**src/sv/hcc_pkg.sv**
```systemverilog
// ----------------------------------------------------------------------------
// hcc_pkg: shared types and constants of the headway cruise controller
// Transaction types, state codes, register indexes and reset values.
// ----------------------------------------------------------------------------
`default_nettype none

package hcc_pkg;

    // Width of the serial multiply accumulator and of the Q8.8 gains.
    localparam int ACC_W  = 64;
    localparam int GAIN_W = 16;
    localparam int CNT_W  = 4;
    localparam int GAP_W  = 33;
    localparam int GERR_W = 42;

    // Register reset values.
    localparam logic        [15:0] HEADWAY_RST   = 16'd384;
    localparam logic        [30:0] MIN_GAP_RST   = 31'd327680;
    localparam logic signed [15:0] GAP_GAIN_RST  = 16'sd51;
    localparam logic signed [15:0] RELV_GAIN_RST = 16'sd128;
    localparam logic signed [15:0] CLS_GAIN_RST  = 16'sd0;
    localparam logic signed [31:0] ACC_MIN_RST   = -32'sd393216;
    localparam logic signed [31:0] ACC_MAX_RST   = 32'sd131072;
    localparam logic signed [31:0] POS_MAX       = 32'sh7FFFFFFF;

    // Configuration register indexes.
    typedef enum logic [2:0] {
        CFG_HEADWAY   = 3'd0,
        CFG_MIN_GAP   = 3'd1,
        CFG_GAP_GAIN  = 3'd2,
        CFG_RELV_GAIN = 3'd3,
        CFG_CLS_GAIN  = 3'd4,
        CFG_ACC_MIN   = 3'd5,
        CFG_ACC_MAX   = 3'd6
    } t_cfg_idx;

    // Sequencer states.
    typedef enum logic [2:0] {
        S_IDLE,
        S_HDW,
        S_GERR,
        S_MUL,
        S_WAIT,
        S_FIN
    } t_state;

    // Which gain term the shared multiplier is working on.
    typedef enum logic [1:0] {
        PH_GAP,
        PH_RVEL,
        PH_CLOSE
    } t_phase;

    typedef struct packed {
        logic signed [31:0] ego_position;
        logic signed [31:0] ego_velocity;
        logic signed [31:0] lead_position;
        logic signed [31:0] lead_velocity;
    } t_in_item;

    typedef struct packed {
        logic signed [31:0] accel_command;
        logic signed [31:0] gap_error;
        logic signed [31:0] relative_velocity;
        logic signed [31:0] least_gap_seen;
        logic signed [31:0] least_ttc_seen;
        logic signed [31:0] hardest_decel_seen;
        logic               collision_seen;
        logic               unsafe_gap_seen;
    } t_out_item;

    // Saturate a wide signed value to 32 bits.
    function automatic logic signed [31:0] sat32(input logic signed [ACC_W-1:0] v);
        logic signed [ACC_W-1:0] hi;
        logic signed [ACC_W-1:0] lo;
        hi = ACC_W'(POS_MAX);
        lo = -hi - ACC_W'(1);
        if (v > hi) begin
            return POS_MAX;
        end else if (v < lo) begin
            return -POS_MAX - 32'sd1;
        end
        return v[31:0];
    endfunction

endpackage

`default_nettype wire

```
**src/sv/hcc_div.sv**
```systemverilog
// ----------------------------------------------------------------------------
// hcc_div: bit-serial restoring divider
// Unsigned division of a DW-bit dividend by a 33-bit divisor, one quotient
// bit per cycle.
// ----------------------------------------------------------------------------
`default_nettype none

module hcc_div #(
    parameter int DW = 49
) (
    input  wire logic          i_clk,
    input  wire logic          i_rst_n,
    input  wire logic          i_start,
    input  wire logic [DW-1:0] i_dividend,
    input  wire logic [32:0]   i_divisor,
    output logic               o_done,
    output logic [DW-1:0]      o_quotient
);
    localparam int CW = $clog2(DW + 1);

    logic [CW-1:0] r_cnt;
    logic [33:0]   r_rem;
    logic [DW-1:0] r_num;
    logic [32:0]   r_div;
    logic [33:0]   trial;
    logic          fits;

    // Shift the next dividend bit into the partial remainder and try a subtract.
    assign trial = {r_rem[32:0], r_num[DW-1]};
    assign fits  = trial >= {1'b0, r_div};

    // Counter of remaining quotient bits.
    always_ff @(posedge i_clk) begin
        if (!i_rst_n) begin
            r_cnt <= '0;
        end else if (i_start) begin
            r_cnt <= CW'(DW);
        end else if (r_cnt != '0) begin
            r_cnt <= r_cnt - CW'(1);
        end
    end

    // Remainder and dividend/quotient shift register.
    always_ff @(posedge i_clk) begin
        if (i_start) begin
            r_rem <= '0;
            r_num <= i_dividend;
            r_div <= i_divisor;
        end else if (r_cnt != '0) begin
            r_rem <= fits ? (trial - {1'b0, r_div}) : trial;
            r_num <= {r_num[DW-2:0], fits};
        end
    end

    assign o_done     = (r_cnt == '0) && !i_start;
    assign o_quotient = r_num;

endmodule

`default_nettype wire

```
**src/sv/headway_cruise_controller.sv**
```systemverilog
// ----------------------------------------------------------------------------
// headway_cruise_controller: constant time headway cruise control
// Computes the acceleration command and running safety monitors per sample.
// ----------------------------------------------------------------------------
// Usage: one input transaction carries ego and lead position and velocity in
// signed fixed point. A shared bit-serial multiplier forms the headway product
// and then the three gain terms, while a bit-serial divider works out the
// time to collision alongside. Items do not overlap: after its four multiply
// passes and the division, each item leaves the final step before the next.
// o_in_stall is high while an item is in work. The result sits in an output
// register, so a new item is accepted while the previous result waits; if the
// receiver still stalls when the next result is ready, the block holds it in
// its final step until the register frees. Reset restores the register
// defaults and clears all monitors.
// Configuration writes are taken on any cycle with i_cfg_we high and are
// expected only while the block is idle.
// ----------------------------------------------------------------------------
`default_nettype none

module headway_cruise_controller #(
    parameter int FRAC_BITS = 16
) (
    input  wire logic              i_clk,
    input  wire logic              i_rst_n,
    input  wire logic              i_in_valid,
    output logic                   o_in_stall,
    input  wire hcc_pkg::t_in_item i_in_data,
    output logic                   o_out_valid,
    input  wire logic              i_out_stall,
    output hcc_pkg::t_out_item     o_out_data,
    input  wire logic              i_cfg_we,
    input  wire logic [2:0]        i_cfg_idx,
    input  wire logic [31:0]       i_cfg_data
);
    import hcc_pkg::*;

    localparam int DW = GAP_W + FRAC_BITS;
    localparam logic [CNT_W-1:0] LAST = CNT_W'(GAIN_W - 1);
    localparam logic signed [31:0] TTC_NONE = -(32'sd1 <<< FRAC_BITS);

    // Configuration registers.
    logic        [15:0] r_headway;
    logic        [30:0] r_min_gap;
    logic signed [15:0] r_gap_gain;
    logic signed [15:0] r_relv_gain;
    logic signed [15:0] r_cls_gain;
    logic signed [31:0] r_acc_min;
    logic signed [31:0] r_acc_max;

    // Sequencer and datapath registers.
    t_state r_state, n_state;
    t_phase r_phase;
    logic signed [ACC_W-1:0]  r_acc;
    logic signed [ACC_W-1:0]  r_mcand;
    logic        [GAIN_W-1:0] r_mplier;
    logic        [CNT_W-1:0]  r_cnt;
    logic                     r_msigned;
    logic                     r_mneg;
    logic signed [GAP_W-1:0]  r_gap;
    logic signed [GAP_W-1:0]  r_rvel;
    logic signed [GERR_W-1:0] r_gerr;

    // Monitors.
    logic signed [31:0] r_least_gap;
    logic signed [31:0] r_least_ttc;
    logic               r_ttc_valid;
    logic signed [31:0] r_hard;
    logic               r_coll;
    logic               r_unsafe;

    // Output register.
    logic      r_out_valid;
    t_out_item r_out;

    logic          div_done;
    logic [DW-1:0] div_q;
    logic          in_acc;
    logic          can_load;

    assign in_acc   = i_in_valid && !o_in_stall;
    assign can_load = !r_out_valid || !i_out_stall;

    // Time to collision divider.
    hcc_div #(.DW(DW)) u_div (
        .i_clk      (i_clk),
        .i_rst_n    (i_rst_n),
        .i_start    (in_acc),
        .i_dividend ({GAP_W'($signed(i_in_data.lead_position))
                      - GAP_W'($signed(i_in_data.ego_position)),
                      FRAC_BITS'(0)}),
        .i_divisor  (GAP_W'($signed(i_in_data.ego_velocity))
                     - GAP_W'($signed(i_in_data.lead_velocity))),
        .o_done     (div_done),
        .o_quotient (div_q)
    );

    // Configuration writes; unknown indexes are dropped.
    always_ff @(posedge i_clk) begin
        if (!i_rst_n) begin
            r_headway   <= HEADWAY_RST;
            r_min_gap   <= MIN_GAP_RST;
            r_gap_gain  <= GAP_GAIN_RST;
            r_relv_gain <= RELV_GAIN_RST;
            r_cls_gain  <= CLS_GAIN_RST;
            r_acc_min   <= ACC_MIN_RST;
            r_acc_max   <= ACC_MAX_RST;
        end else if (i_cfg_we) begin
            case (i_cfg_idx)
                CFG_HEADWAY:   r_headway   <= i_cfg_data[15:0];
                CFG_MIN_GAP:   r_min_gap   <= i_cfg_data[30:0];
                CFG_GAP_GAIN:  r_gap_gain  <= i_cfg_data[15:0];
                CFG_RELV_GAIN: r_relv_gain <= i_cfg_data[15:0];
                CFG_CLS_GAIN:  r_cls_gain  <= i_cfg_data[15:0];
                CFG_ACC_MIN:   r_acc_min   <= i_cfg_data;
                CFG_ACC_MAX:   r_acc_max   <= i_cfg_data;
                default: ;
            endcase
        end
    end

    // One shift-add step of the serial multiplier.
    logic signed [ACC_W-1:0] addend;
    logic                    sub;
    logic signed [ACC_W-1:0] acc_step;
    assign addend   = r_mplier[0] ? r_mcand : '0;
    assign sub      = ((r_cnt == LAST) && r_msigned) ^ r_mneg;
    assign acc_step = sub ? (r_acc - addend) : (r_acc + addend);

    // Gap error from the finished headway product.
    logic signed [ACC_W-1:0] desired;
    logic signed [ACC_W-1:0] gerr_full;
    assign desired   = ACC_W'(signed'({1'b0, r_min_gap})) + (r_acc >>> 8);
    assign gerr_full = ACC_W'(r_gap) - desired;

    // Closing speed and its positive part.
    logic signed [GAP_W-1:0] closing;
    logic signed [GAP_W-1:0] closing_pos;
    assign closing     = -r_rvel;
    assign closing_pos = (closing > 0) ? closing : '0;

    // Final command, override and monitor updates.
    logic signed [ACC_W-1:0] raw;
    logic signed [31:0]      cmd;
    logic                    ttc_case;
    logic signed [GAP_W+2:0] gap_x2;
    logic signed [GAP_W+2:0] cls_x3;
    logic signed [31:0]      ttc_q;
    logic signed [31:0]      gap_sat;
    logic signed [31:0]      n_least_gap;
    logic signed [31:0]      n_least_ttc;
    logic                    n_ttc_valid;
    logic signed [31:0]      n_hard;
    logic                    n_coll;
    logic                    n_unsafe;

    always_comb begin
        raw = r_acc >>> 8;
        if (raw < ACC_W'(r_acc_min)) begin
            cmd = r_acc_min;
        end else if (raw > ACC_W'(r_acc_max)) begin
            cmd = r_acc_max;
        end else begin
            cmd = raw[31:0];
        end
        ttc_case = (closing > 0) && (r_gap > 0);
        gap_x2   = (GAP_W+3)'(r_gap) <<< 1;
        cls_x3   = ((GAP_W+3)'(closing) <<< 1) + (GAP_W+3)'(closing);
        if (ttc_case && (gap_x2 < cls_x3)) begin
            cmd = r_acc_min;
        end
        ttc_q = (|div_q[DW-1:31]) ? POS_MAX : signed'({1'b0, div_q[30:0]});
        n_least_ttc = r_least_ttc;
        n_ttc_valid = r_ttc_valid;
        if (ttc_case) begin
            if (!r_ttc_valid || (ttc_q < r_least_ttc)) begin
                n_least_ttc = ttc_q;
            end
            n_ttc_valid = 1'b1;
        end
        n_hard      = (cmd < r_hard) ? cmd : r_hard;
        gap_sat     = sat32(ACC_W'(r_gap));
        n_least_gap = (gap_sat < r_least_gap) ? gap_sat : r_least_gap;
        n_coll      = r_coll || (r_gap <= 0);
        n_unsafe    = r_unsafe || (r_gap < GAP_W'(signed'({1'b0, r_min_gap})));
    end

    // State register.
    always_ff @(posedge i_clk) begin
        if (!i_rst_n) begin
            r_state <= S_IDLE;
        end else begin
            r_state <= n_state;
        end
    end

    // Next state.
    always_comb begin
        n_state = r_state;
        case (r_state)
            S_IDLE: if (in_acc) n_state = S_HDW;
            S_HDW:  if (r_cnt == LAST) n_state = S_GERR;
            S_GERR: n_state = S_MUL;
            S_MUL:  if ((r_cnt == LAST) && (r_phase == PH_CLOSE)) n_state = S_WAIT;
            S_WAIT: if (div_done) n_state = S_FIN;
            S_FIN:  if (can_load) n_state = S_IDLE;
            default: n_state = S_IDLE;
        endcase
    end

    assign o_in_stall = (r_state != S_IDLE);

    // Multiplier datapath and captured operands.
    always_ff @(posedge i_clk) begin
        case (r_state)
            S_IDLE: begin
                if (in_acc) begin
                    r_gap     <= GAP_W'($signed(i_in_data.lead_position))
                                 - GAP_W'($signed(i_in_data.ego_position));
                    r_rvel    <= GAP_W'($signed(i_in_data.lead_velocity))
                                 - GAP_W'($signed(i_in_data.ego_velocity));
                    r_acc     <= '0;
                    r_mcand   <= ACC_W'($signed(i_in_data.ego_velocity));
                    r_mplier  <= r_headway;
                    r_cnt     <= '0;
                    r_msigned <= 1'b0;
                    r_mneg    <= 1'b0;
                end
            end
            S_HDW: begin
                r_acc    <= acc_step;
                r_mcand  <= r_mcand <<< 1;
                r_mplier <= r_mplier >> 1;
                r_cnt    <= r_cnt + CNT_W'(1);
            end
            S_GERR: begin
                r_gerr    <= gerr_full[GERR_W-1:0];
                r_acc     <= '0;
                r_mcand   <= gerr_full;
                r_mplier  <= r_gap_gain;
                r_cnt     <= '0;
                r_msigned <= 1'b1;
                r_mneg    <= 1'b0;
                r_phase   <= PH_GAP;
            end
            S_MUL: begin
                r_acc <= acc_step;
                r_cnt <= r_cnt + CNT_W'(1);
                if (r_cnt == LAST) begin
                    case (r_phase)
                        PH_GAP: begin
                            r_mcand  <= ACC_W'(r_rvel);
                            r_mplier <= r_relv_gain;
                            r_phase  <= PH_RVEL;
                        end
                        PH_RVEL: begin
                            r_mcand  <= ACC_W'(closing_pos);
                            r_mplier <= r_cls_gain;
                            r_mneg   <= 1'b1;
                            r_phase  <= PH_CLOSE;
                        end
                        default: ;
                    endcase
                end else begin
                    r_mcand  <= r_mcand <<< 1;
                    r_mplier <= r_mplier >> 1;
                end
            end
            default: ;
        endcase
    end

    // Monitors advance as each result is formed.
    always_ff @(posedge i_clk) begin
        if (!i_rst_n) begin
            r_least_gap <= POS_MAX;
            r_least_ttc <= POS_MAX;
            r_ttc_valid <= 1'b0;
            r_hard      <= '0;
            r_coll      <= 1'b0;
            r_unsafe    <= 1'b0;
        end else if ((r_state == S_FIN) && can_load) begin
            r_least_gap <= n_least_gap;
            r_least_ttc <= n_least_ttc;
            r_ttc_valid <= n_ttc_valid;
            r_hard      <= n_hard;
            r_coll      <= n_coll;
            r_unsafe    <= n_unsafe;
        end
    end

    // Output register valid flag.
    always_ff @(posedge i_clk) begin
        if (!i_rst_n) begin
            r_out_valid <= 1'b0;
        end else if ((r_state == S_FIN) && can_load) begin
            r_out_valid <= 1'b1;
        end else if (!i_out_stall) begin
            r_out_valid <= 1'b0;
        end
    end

    // Output register payload.
    always_ff @(posedge i_clk) begin
        if ((r_state == S_FIN) && can_load) begin
            r_out.accel_command      <= cmd;
            r_out.gap_error          <= sat32(ACC_W'(r_gerr));
            r_out.relative_velocity  <= sat32(ACC_W'(r_rvel));
            r_out.least_gap_seen     <= n_least_gap;
            r_out.least_ttc_seen     <= n_ttc_valid ? n_least_ttc : TTC_NONE;
            r_out.hardest_decel_seen <= n_hard;
            r_out.collision_seen     <= n_coll;
            r_out.unsafe_gap_seen    <= n_unsafe;
        end
    end

    assign o_out_valid = r_out_valid;
    assign o_out_data  = r_out;

`ifndef SYNTH
    // The hardest deceleration monitor never rises above zero.
    a_hard_nonpos: assert property (@(posedge i_clk) disable iff (!i_rst_n)
        (r_hard[31] || (r_hard == '0)))
        else $error("hardest deceleration became positive");

    // A recorded time to collision is never negative.
    a_ttc_nonneg: assert property (@(posedge i_clk) disable iff (!i_rst_n)
        r_ttc_valid |-> !r_least_ttc[31])
        else $error("negative time to collision recorded");

    // The result is formed only after the divider has finished.
    a_div_ready: assert property (@(posedge i_clk) disable iff (!i_rst_n)
        (r_state == S_FIN) |-> div_done)
        else $error("result formed before division finished");

    // An accepted transaction starts the headway multiply.
    a_start: assert property (@(posedge i_clk) disable iff (!i_rst_n)
        in_acc |=> (r_state == S_HDW))
        else $error("accepted transaction did not start");
`endif

endmodule

`default_nettype wire
```
**config.mk**
```make
export PLATFORM = sky130hd
export DESIGN_NAME = headway_cruise_controller
export DESIGN_NICKNAME = d
export VERILOG_FILES = /design/src/sv/hcc_pkg.sv /design/src/sv/hcc_div.sv /design/src/sv/headway_cruise_controller.sv
export SDC_FILE = /design/constraint.sdc
export NUM_CORES = 2
export LEC_CHECK = 0
export BUFFER_PORTS_ARGS = -buffer_cell sky130_fd_sc_hd__buf_4
export CORE_MARGIN = 2
export CORE_UTILIZATION = 45
export CTS_CLUSTER_DIAMETER = 30
export CTS_CLUSTER_SIZE = 20
export DETAILED_ROUTE_END_ITERATION = 12
export SYNTH_ARGS = -nofsm -noshare
export SYNTH_HDL_FRONTEND = slang
export SYNTH_SLANG_ARGS = --single-unit
```
**constraint.sdc**
```tcl
create_clock -name i_clk -period 38.2 [get_ports i_clk]
set_input_delay 7.64 -clock i_clk [delete_from_list [all_inputs] [get_ports i_clk]]
set_output_delay 7.64 -clock i_clk [all_outputs]
set_load 0.005 [all_outputs]
```
-- Word-level counts from Yosys, hierarchy flattened
Index checks and enable logic that the tools add are counted.
Widths: inputs -> output; s select.
- reduce and logical (&&, ||, !) cells: 45
- bitwise logic cells: 2
- order comparisons: 17
- eq/ne operators: 24
- add/sub/neg operators: 12
- mux-type cells: 62
- operator list (kind ; number):
    $mux 32 ; 16
    $mux 64 ; 5
    $pmux 64 s4 ; 1
    $pmux 64 s3 ; 1
    $pmux 64 s2 ; 1
    $sub 32x32->33 ; 3
    $mux 49 ; 2
    $lt 32x32->1 ; 3
    $gt 33x1->1 const B ; 2
    $gt 33x32->1 const B ; 2
    $lt 33x32->1 const B ; 2
    $mux 33 ; 2
    $add 64x64->64 ; 1
    $pmux 16 s4 ; 1
    $sub 64x64->64 ; 1
    $sub 33x57->58 ; 1
    $add 32x56->57 ; 1
    $gt 56x32->1 ; 1
    $lt 56x32->1 ; 1
    $gt 42x32->1 const B ; 1
    $lt 42x32->1 const B ; 1
    $add 34x33->35 ; 1
    $lt 34x35->1 ; 1
    $ge 34x33->1 ; 1
    47 further kinds ; 110
- input bits: 168
- register bits: 837
- word-level logic and storage cells: 201
- output and inout port bits: 196

-- Longest topological paths before layout
- depth after elaboration: 7
- gate-level depth with buffers: 49
- mapped depth without buffers: 43

-- Cells and area by module
Synthesis repeated with hierarchy kept, for this count alone.
- cells, all modules: 6697
- area total of the unflattened synthesis: 59958.8 um^2
- by module, submodules not included (module ; instances ; sequential area each (um^2) ; cells an instance ; area an instance (um^2)):
    headway_cruise_controller ; 1 ; 18878.1 ; 6039 ; 53033.4
    hcc_div ; 1 ; 3243.1 ; 658 ; 6925.4

-- Least setup slack after synthesis
Ideal clock, no wire load.
- kind: input to register
- from: in i_out_stall
- to: reg r_least_gap[1]
- cell stages on the path: 3
- arrival time: 19.793 ns
- library setup time: 0.169 ns
- path slack: 18.238 ns
- path buffers: 0
- path through: a21oi_1 -> nand2_1 -> o311ai_0
- longest elaborated chain between the ends: 3
- RTL lines (what ; RTL line ; RTL):
    start: declaration ; headway_cruise_controller.sv:29 ; input wire logic i_out_stall,
    $logic_not 1->1 ; -- ;
    $logic_or 1x1->1 ; headway_cruise_controller.sv:81 ; assign can_load = !r_out_valid || !i_out_stall;
    $logic_and 1x1->1 ; headway_cruise_controller.sv:281 ; end else if ((r_state == S_FIN) && can_load) begin
    end signal: assignment ; headway_cruise_controller.sv:282 ; r_least_gap <= n_least_gap;
    end: declaration ; headway_cruise_controller.sv:64 ; logic signed [31:0] r_least_gap;
Every way passes these cells.
A chain may end at the register's enable or synchronous reset.

-- Final worst setup path
- from: reg r_rvel[0]
- to: reg r_hard[25]
- longest elaborated chain between the ends: 7
- elaborated cells on any way between the ends: 9
- classes of those cells: 2 x add/sub; 3 x order compare; 2 x mux; 2 x reduce/logical
- RTL lines (what ; RTL line ; RTL):
    start: declaration ; headway_cruise_controller.sv:60 ; logic signed [GAP_W-1:0] r_rvel;
    start signal: assignment ; headway_cruise_controller.sv:219 ; r_rvel <= GAP_W'($signed(i_in_data.lead_velocity))
    $neg 33->33 (*) ; headway_cruise_controller.sv:138 ; assign closing = -r_rvel;
    $add 34x33->35 / $gt 33x1->1 (equally long branches) ; headway_cruise_controller.sv:167, headway_cruise_controller.sv:165 ;
    $lt 34x35->1 / $logic_and 1x1->1 (equally long branches) ; headway_cruise_controller.sv:168, headway_cruise_controller.sv:165 ;
    $logic_and 1x1->1 (*) ; headway_cruise_controller.sv:168 ; if (ttc_case && (gap_x2 < cls_x3)) begin
    $mux 32 (*) ; headway_cruise_controller.sv:168 ;
    via cmd[17] ; headway_cruise_controller.sv:143 ; logic signed [31:0] cmd;
    $lt 32x32->1 (*) ; headway_cruise_controller.sv:180 ; n_hard = (cmd < r_hard) ? cmd : r_hard;
    $mux 32 (*) ; headway_cruise_controller.sv:180 ;
    end signal: assignment ; headway_cruise_controller.sv:285 ; r_hard <= n_hard;
    end: declaration ; headway_cruise_controller.sv:67 ; logic signed [31:0] r_hard;
The timed path passes the listed nets; every way through them passes the cells marked *.

==> impl_metrics.json <==
{
  "drtPass1Iterations": 5,
  "worst-slew-pin-transition_ns": 1.27,
  "synth_most_common_cell": "nand2_1",
  "worst_r2r_path_depth": 45,
  "grt_pass1_vias": 48500,
  "post-dp-hpwl_um": 143000,
  "swShare": 0.392,
  "path_depth": 45,
  "cts_tree": "done",
  "clkTransAtPathRegs_ns": 0.05,
  "grt_pass1_wl_um": 285000,
  "powerDensity_nw_per_um2": 76.8,
  "power.total_mw": 5.41,
  "cts_resized": 0,
  "clockBufferDepth": 3,
  "syn_area_per_cell_um2": 8.79,
  "combPwrFrac": 0.418,
  "place.gp.congestion": 0.955,
  "post_cts_buffers": 0,
  "setup_viol": 0,
  "synth_top_flop_cell": "edfxtp_1",
  "arrival_ns": 12.99,
  "die_area_um2": 133000,
  "numPortBuffers": 363,
  "endpoint_kind": "register",
  "fp.dieH_um": 365,
  "ioPinCount": 364,
  "root_buffer": "clkbuf_16",
  "synth_top_area_cell": "edfxtp_1",
  "fin_skew_ns": 0.0728,
  "startpoint_type": "register",
  "wl_per_cell_um": 21.3,
  "rows": 132,
  "critPathTopFamily": "compound AO/OA/AOI/OAI gates",
  "finalHoldViolations": 0,
  "hold_depth": 2,
  "core_um2": 129000,
  "ys_seq_area_frac": 0.375,
  "status": "finished clean",
  "synth.distinct_cells": 89,
  "vias": 51100,
  "p_switching_mw": 2.12,
  "h-tree-depth": 4,
  "diodes": 0,
  "synthCells": 6660,
  "crit_slowest_cell": "a2111oi_0",
  "clock-sinks": 836,
  "track_usage": 0.278,
  "synth-seq-cells": 836,
  "crit_type": "reg2reg",
  "cap_violations": 0,
  "synth_top_area_frac": 0.266,
  "drc": 0,
  "crit_buf_inv": 5,
  "netlist_top_cells_count": "nand2_1 (862), ha_1 (586), inv_1 (564)",
  "drv_slew": 0,
  "min_path_type": "reg2reg",
  "synth_area_leaders": "edfxtp_1 (27%), ha_1 (13%), dfxtp_1 (11%)",
  "rsz0062_at_grt": "no",
  "cts_hold_buf": 0,
  "ant_nets": 0,
  "antenna_found_initial": 5,
  "p_int_mw": 3.29,
  "required_ns": 38.88,
  "p_leak_nw": 30.5,
  "layout-drive-gt1-share": 0.127,
  "p_seq_frac": 0.243,
  "cts-buffers-inserted": 201,
  "power_frac_clock": 0.339,
  "cpPeakStageDelay_ns": 0.84,
  "setup_tns_ns": 0,
  "final_nets": 7784,
  "synth_fp_nets": 7450,
  "drt_iter0_markers": 4826,
  "ir_drop_uv": 55.1,
  "insertion_delay_ns": 0.84,
  "die_x_um": 365,
  "period_needed_ns": 12.31,
  "vias_per_cell": 5.73,
  "synth_edf_count": 519,
  "syn2layout_area_growth_pct": 20.3,
  "async_flop_share": 0,
  "relSlewSlack": 0.151,
  "wl_um": 190000,
  "crit_top_cell": "a21o_1",
  "max_freq_ghz": 0.0813,
  "crit_fanout": 42,
  "fin_crit_sh": 0.322,
  "grt_remaining_overflow": 0,
  "yosysWarnings": 0,
  "grt_max_degree": 121,
  "syn_area_um2": 58500,
  "start_util": 0.453
}
-- stage by stage --
| step | worst slack (ns) | hold slack, ns | instances | cell area [µm²] | utilization |
|---|---|---|---|---|---|
| 2_1_floorplan | 18.24 | 0.441 | 6660 | 58500 | - |
| 3_3_place_gp | 26.36 | 0.453 | 8533 | 63000 | 0.487 |
| 3_5_place_dp | 26.22 | 0.459 | 8533 | 63000 | 0.487 |
| 4_1_cts | 26.10 | 0.466 | 8916 | 70400 | 0.545 |
| 5_1_grt | 25.14 | 0.481 | 8916 | 70400 | 0.545 |
| 6_report | 25.89 | 0.466 | 8916 | 70400 | 0.545 |
-- sequential cells by signal, summed over array words and instances (netlist names), 31 cells and up --
| name | flops |
|---|---|
| r_gerr | 42 |
| r_least_ttc | 32 |
| u_div.r_rem | 33 |
| r_least_gap | 32 |
| r_acc_min | 32 |
| r_mcand | 64 |
| u_div.r_div | 32 |
| r_gap | 33 |
| r_acc_max | 32 |
| r_acc | 64 |
| r_hard | 32 |
| r_rvel | 33 |
| u_div.o_quotient | 49 |
| o_out_data | 194 |
| r_min_gap | 31 |
-- layout by cell type (no fill, tap or decap), drive strengths merged, types with 37 or more instances in the layout --
cell type	n
nand4	88
a21boi	161
buf	444
nand2b	61
mux2i	41
clkbuf	228
o211ai	105
nand3	96
nor2	528
xor2	125
xnor2	186
a211oi	65
or3	37
dfxtp	317
ha	586
nor3	101
a21oi	446
o21ai	369
a21o	272
or2	37
clkinv	65
edfxtp	519
o21bai	40
nand2	862
o311ai	41
inv	590
nor2b	72
and3	39
a31oi	53
a221oi	37
o21a	80
-- power by group through the flow --
stage	sequential (mW)	combinational (mW)	clock (mW)
after floorplan	1.24	1.66	0
after global placement	1.32	2.19	0
after CTS	1.31	2.24	1.86
after detailed placement	1.32	2.22	0
final	1.31	2.26	1.83
after global routing	1.32	2.51	1.91
-- cells by family after synthesis --
kind of cell | Yosys count | share of synthesized area
AO/OA/AOI/OAI | 1904 | 0.215
XOR/XNOR | 311 | 0.0465
adder cells (fa/ha/maj) | 622 | 0.138
buffers and inverters | 880 | 0.0570
flip-flops | 836 | 0.375
multiplexers | 77 | 0.0140
AND/OR/NAND/NOR | 2030 | 0.155
-- worst paths after layout --
path,startpoint,to,slack (ns)
worst max-delay path,r_rvel[0]$_DFFE_PP_,r_hard[25]$_SDFFE_PN0P_,25.89
worst min-delay path,r_headway[5]$_SDFFE_PN0P_,r_headway[5]$_SDFFE_PN0P_,0.47
worst min register to register,r_headway[5]$_SDFFE_PN0P_,r_headway[5]$_SDFFE_PN0P_,0.47
worst max register to register,r_rvel[0]$_DFFE_PP_,r_hard[25]$_SDFFE_PN0P_,25.89
-- worst register-to-register path: cells and delay by family (launching register included) --
family | cells | cell delay [ns]
AO/OA/AOI/OAI | 21 | 5.03
XOR/XNOR | 3 | 0.93
adder cells (fa/ha/maj) | 4 | 1.39
buffers and inverters | 5 | 1.37
flip-flops | 1 | 0.57
AND/OR/NAND/NOR | 12 | 2.88
-- routing by layer --
| metal | track usage | up-vias | part of all wire |
|---|---|---|---|
| li1 | - | 24500 | - |
| met1 | 0.378 | 24400 | 0.44 |
| met2 | 0.435 | 1750 | 0.45 |
| met3 | 0.0437 | 386 | 0.065 |
| met4 | 0.128 | 4 | 0.045 |
| met5 | 0 | - | 0.00014 |
-- area by class of cell --
cell class / count / area, µm²
Fill cell: 11900 / 58900
Multi-Input combinational cell: 4944 / 33400
Sequential cell: 836 / 21900
Clock buffer: 227 / 5300
Timing Repair Buffer: 445 / 3350
Tap cell: 1742 / 2180
Inverter: 566 / 2130
Clock inverter: 156 / 2100
Power figures use the tool's default switching activity.
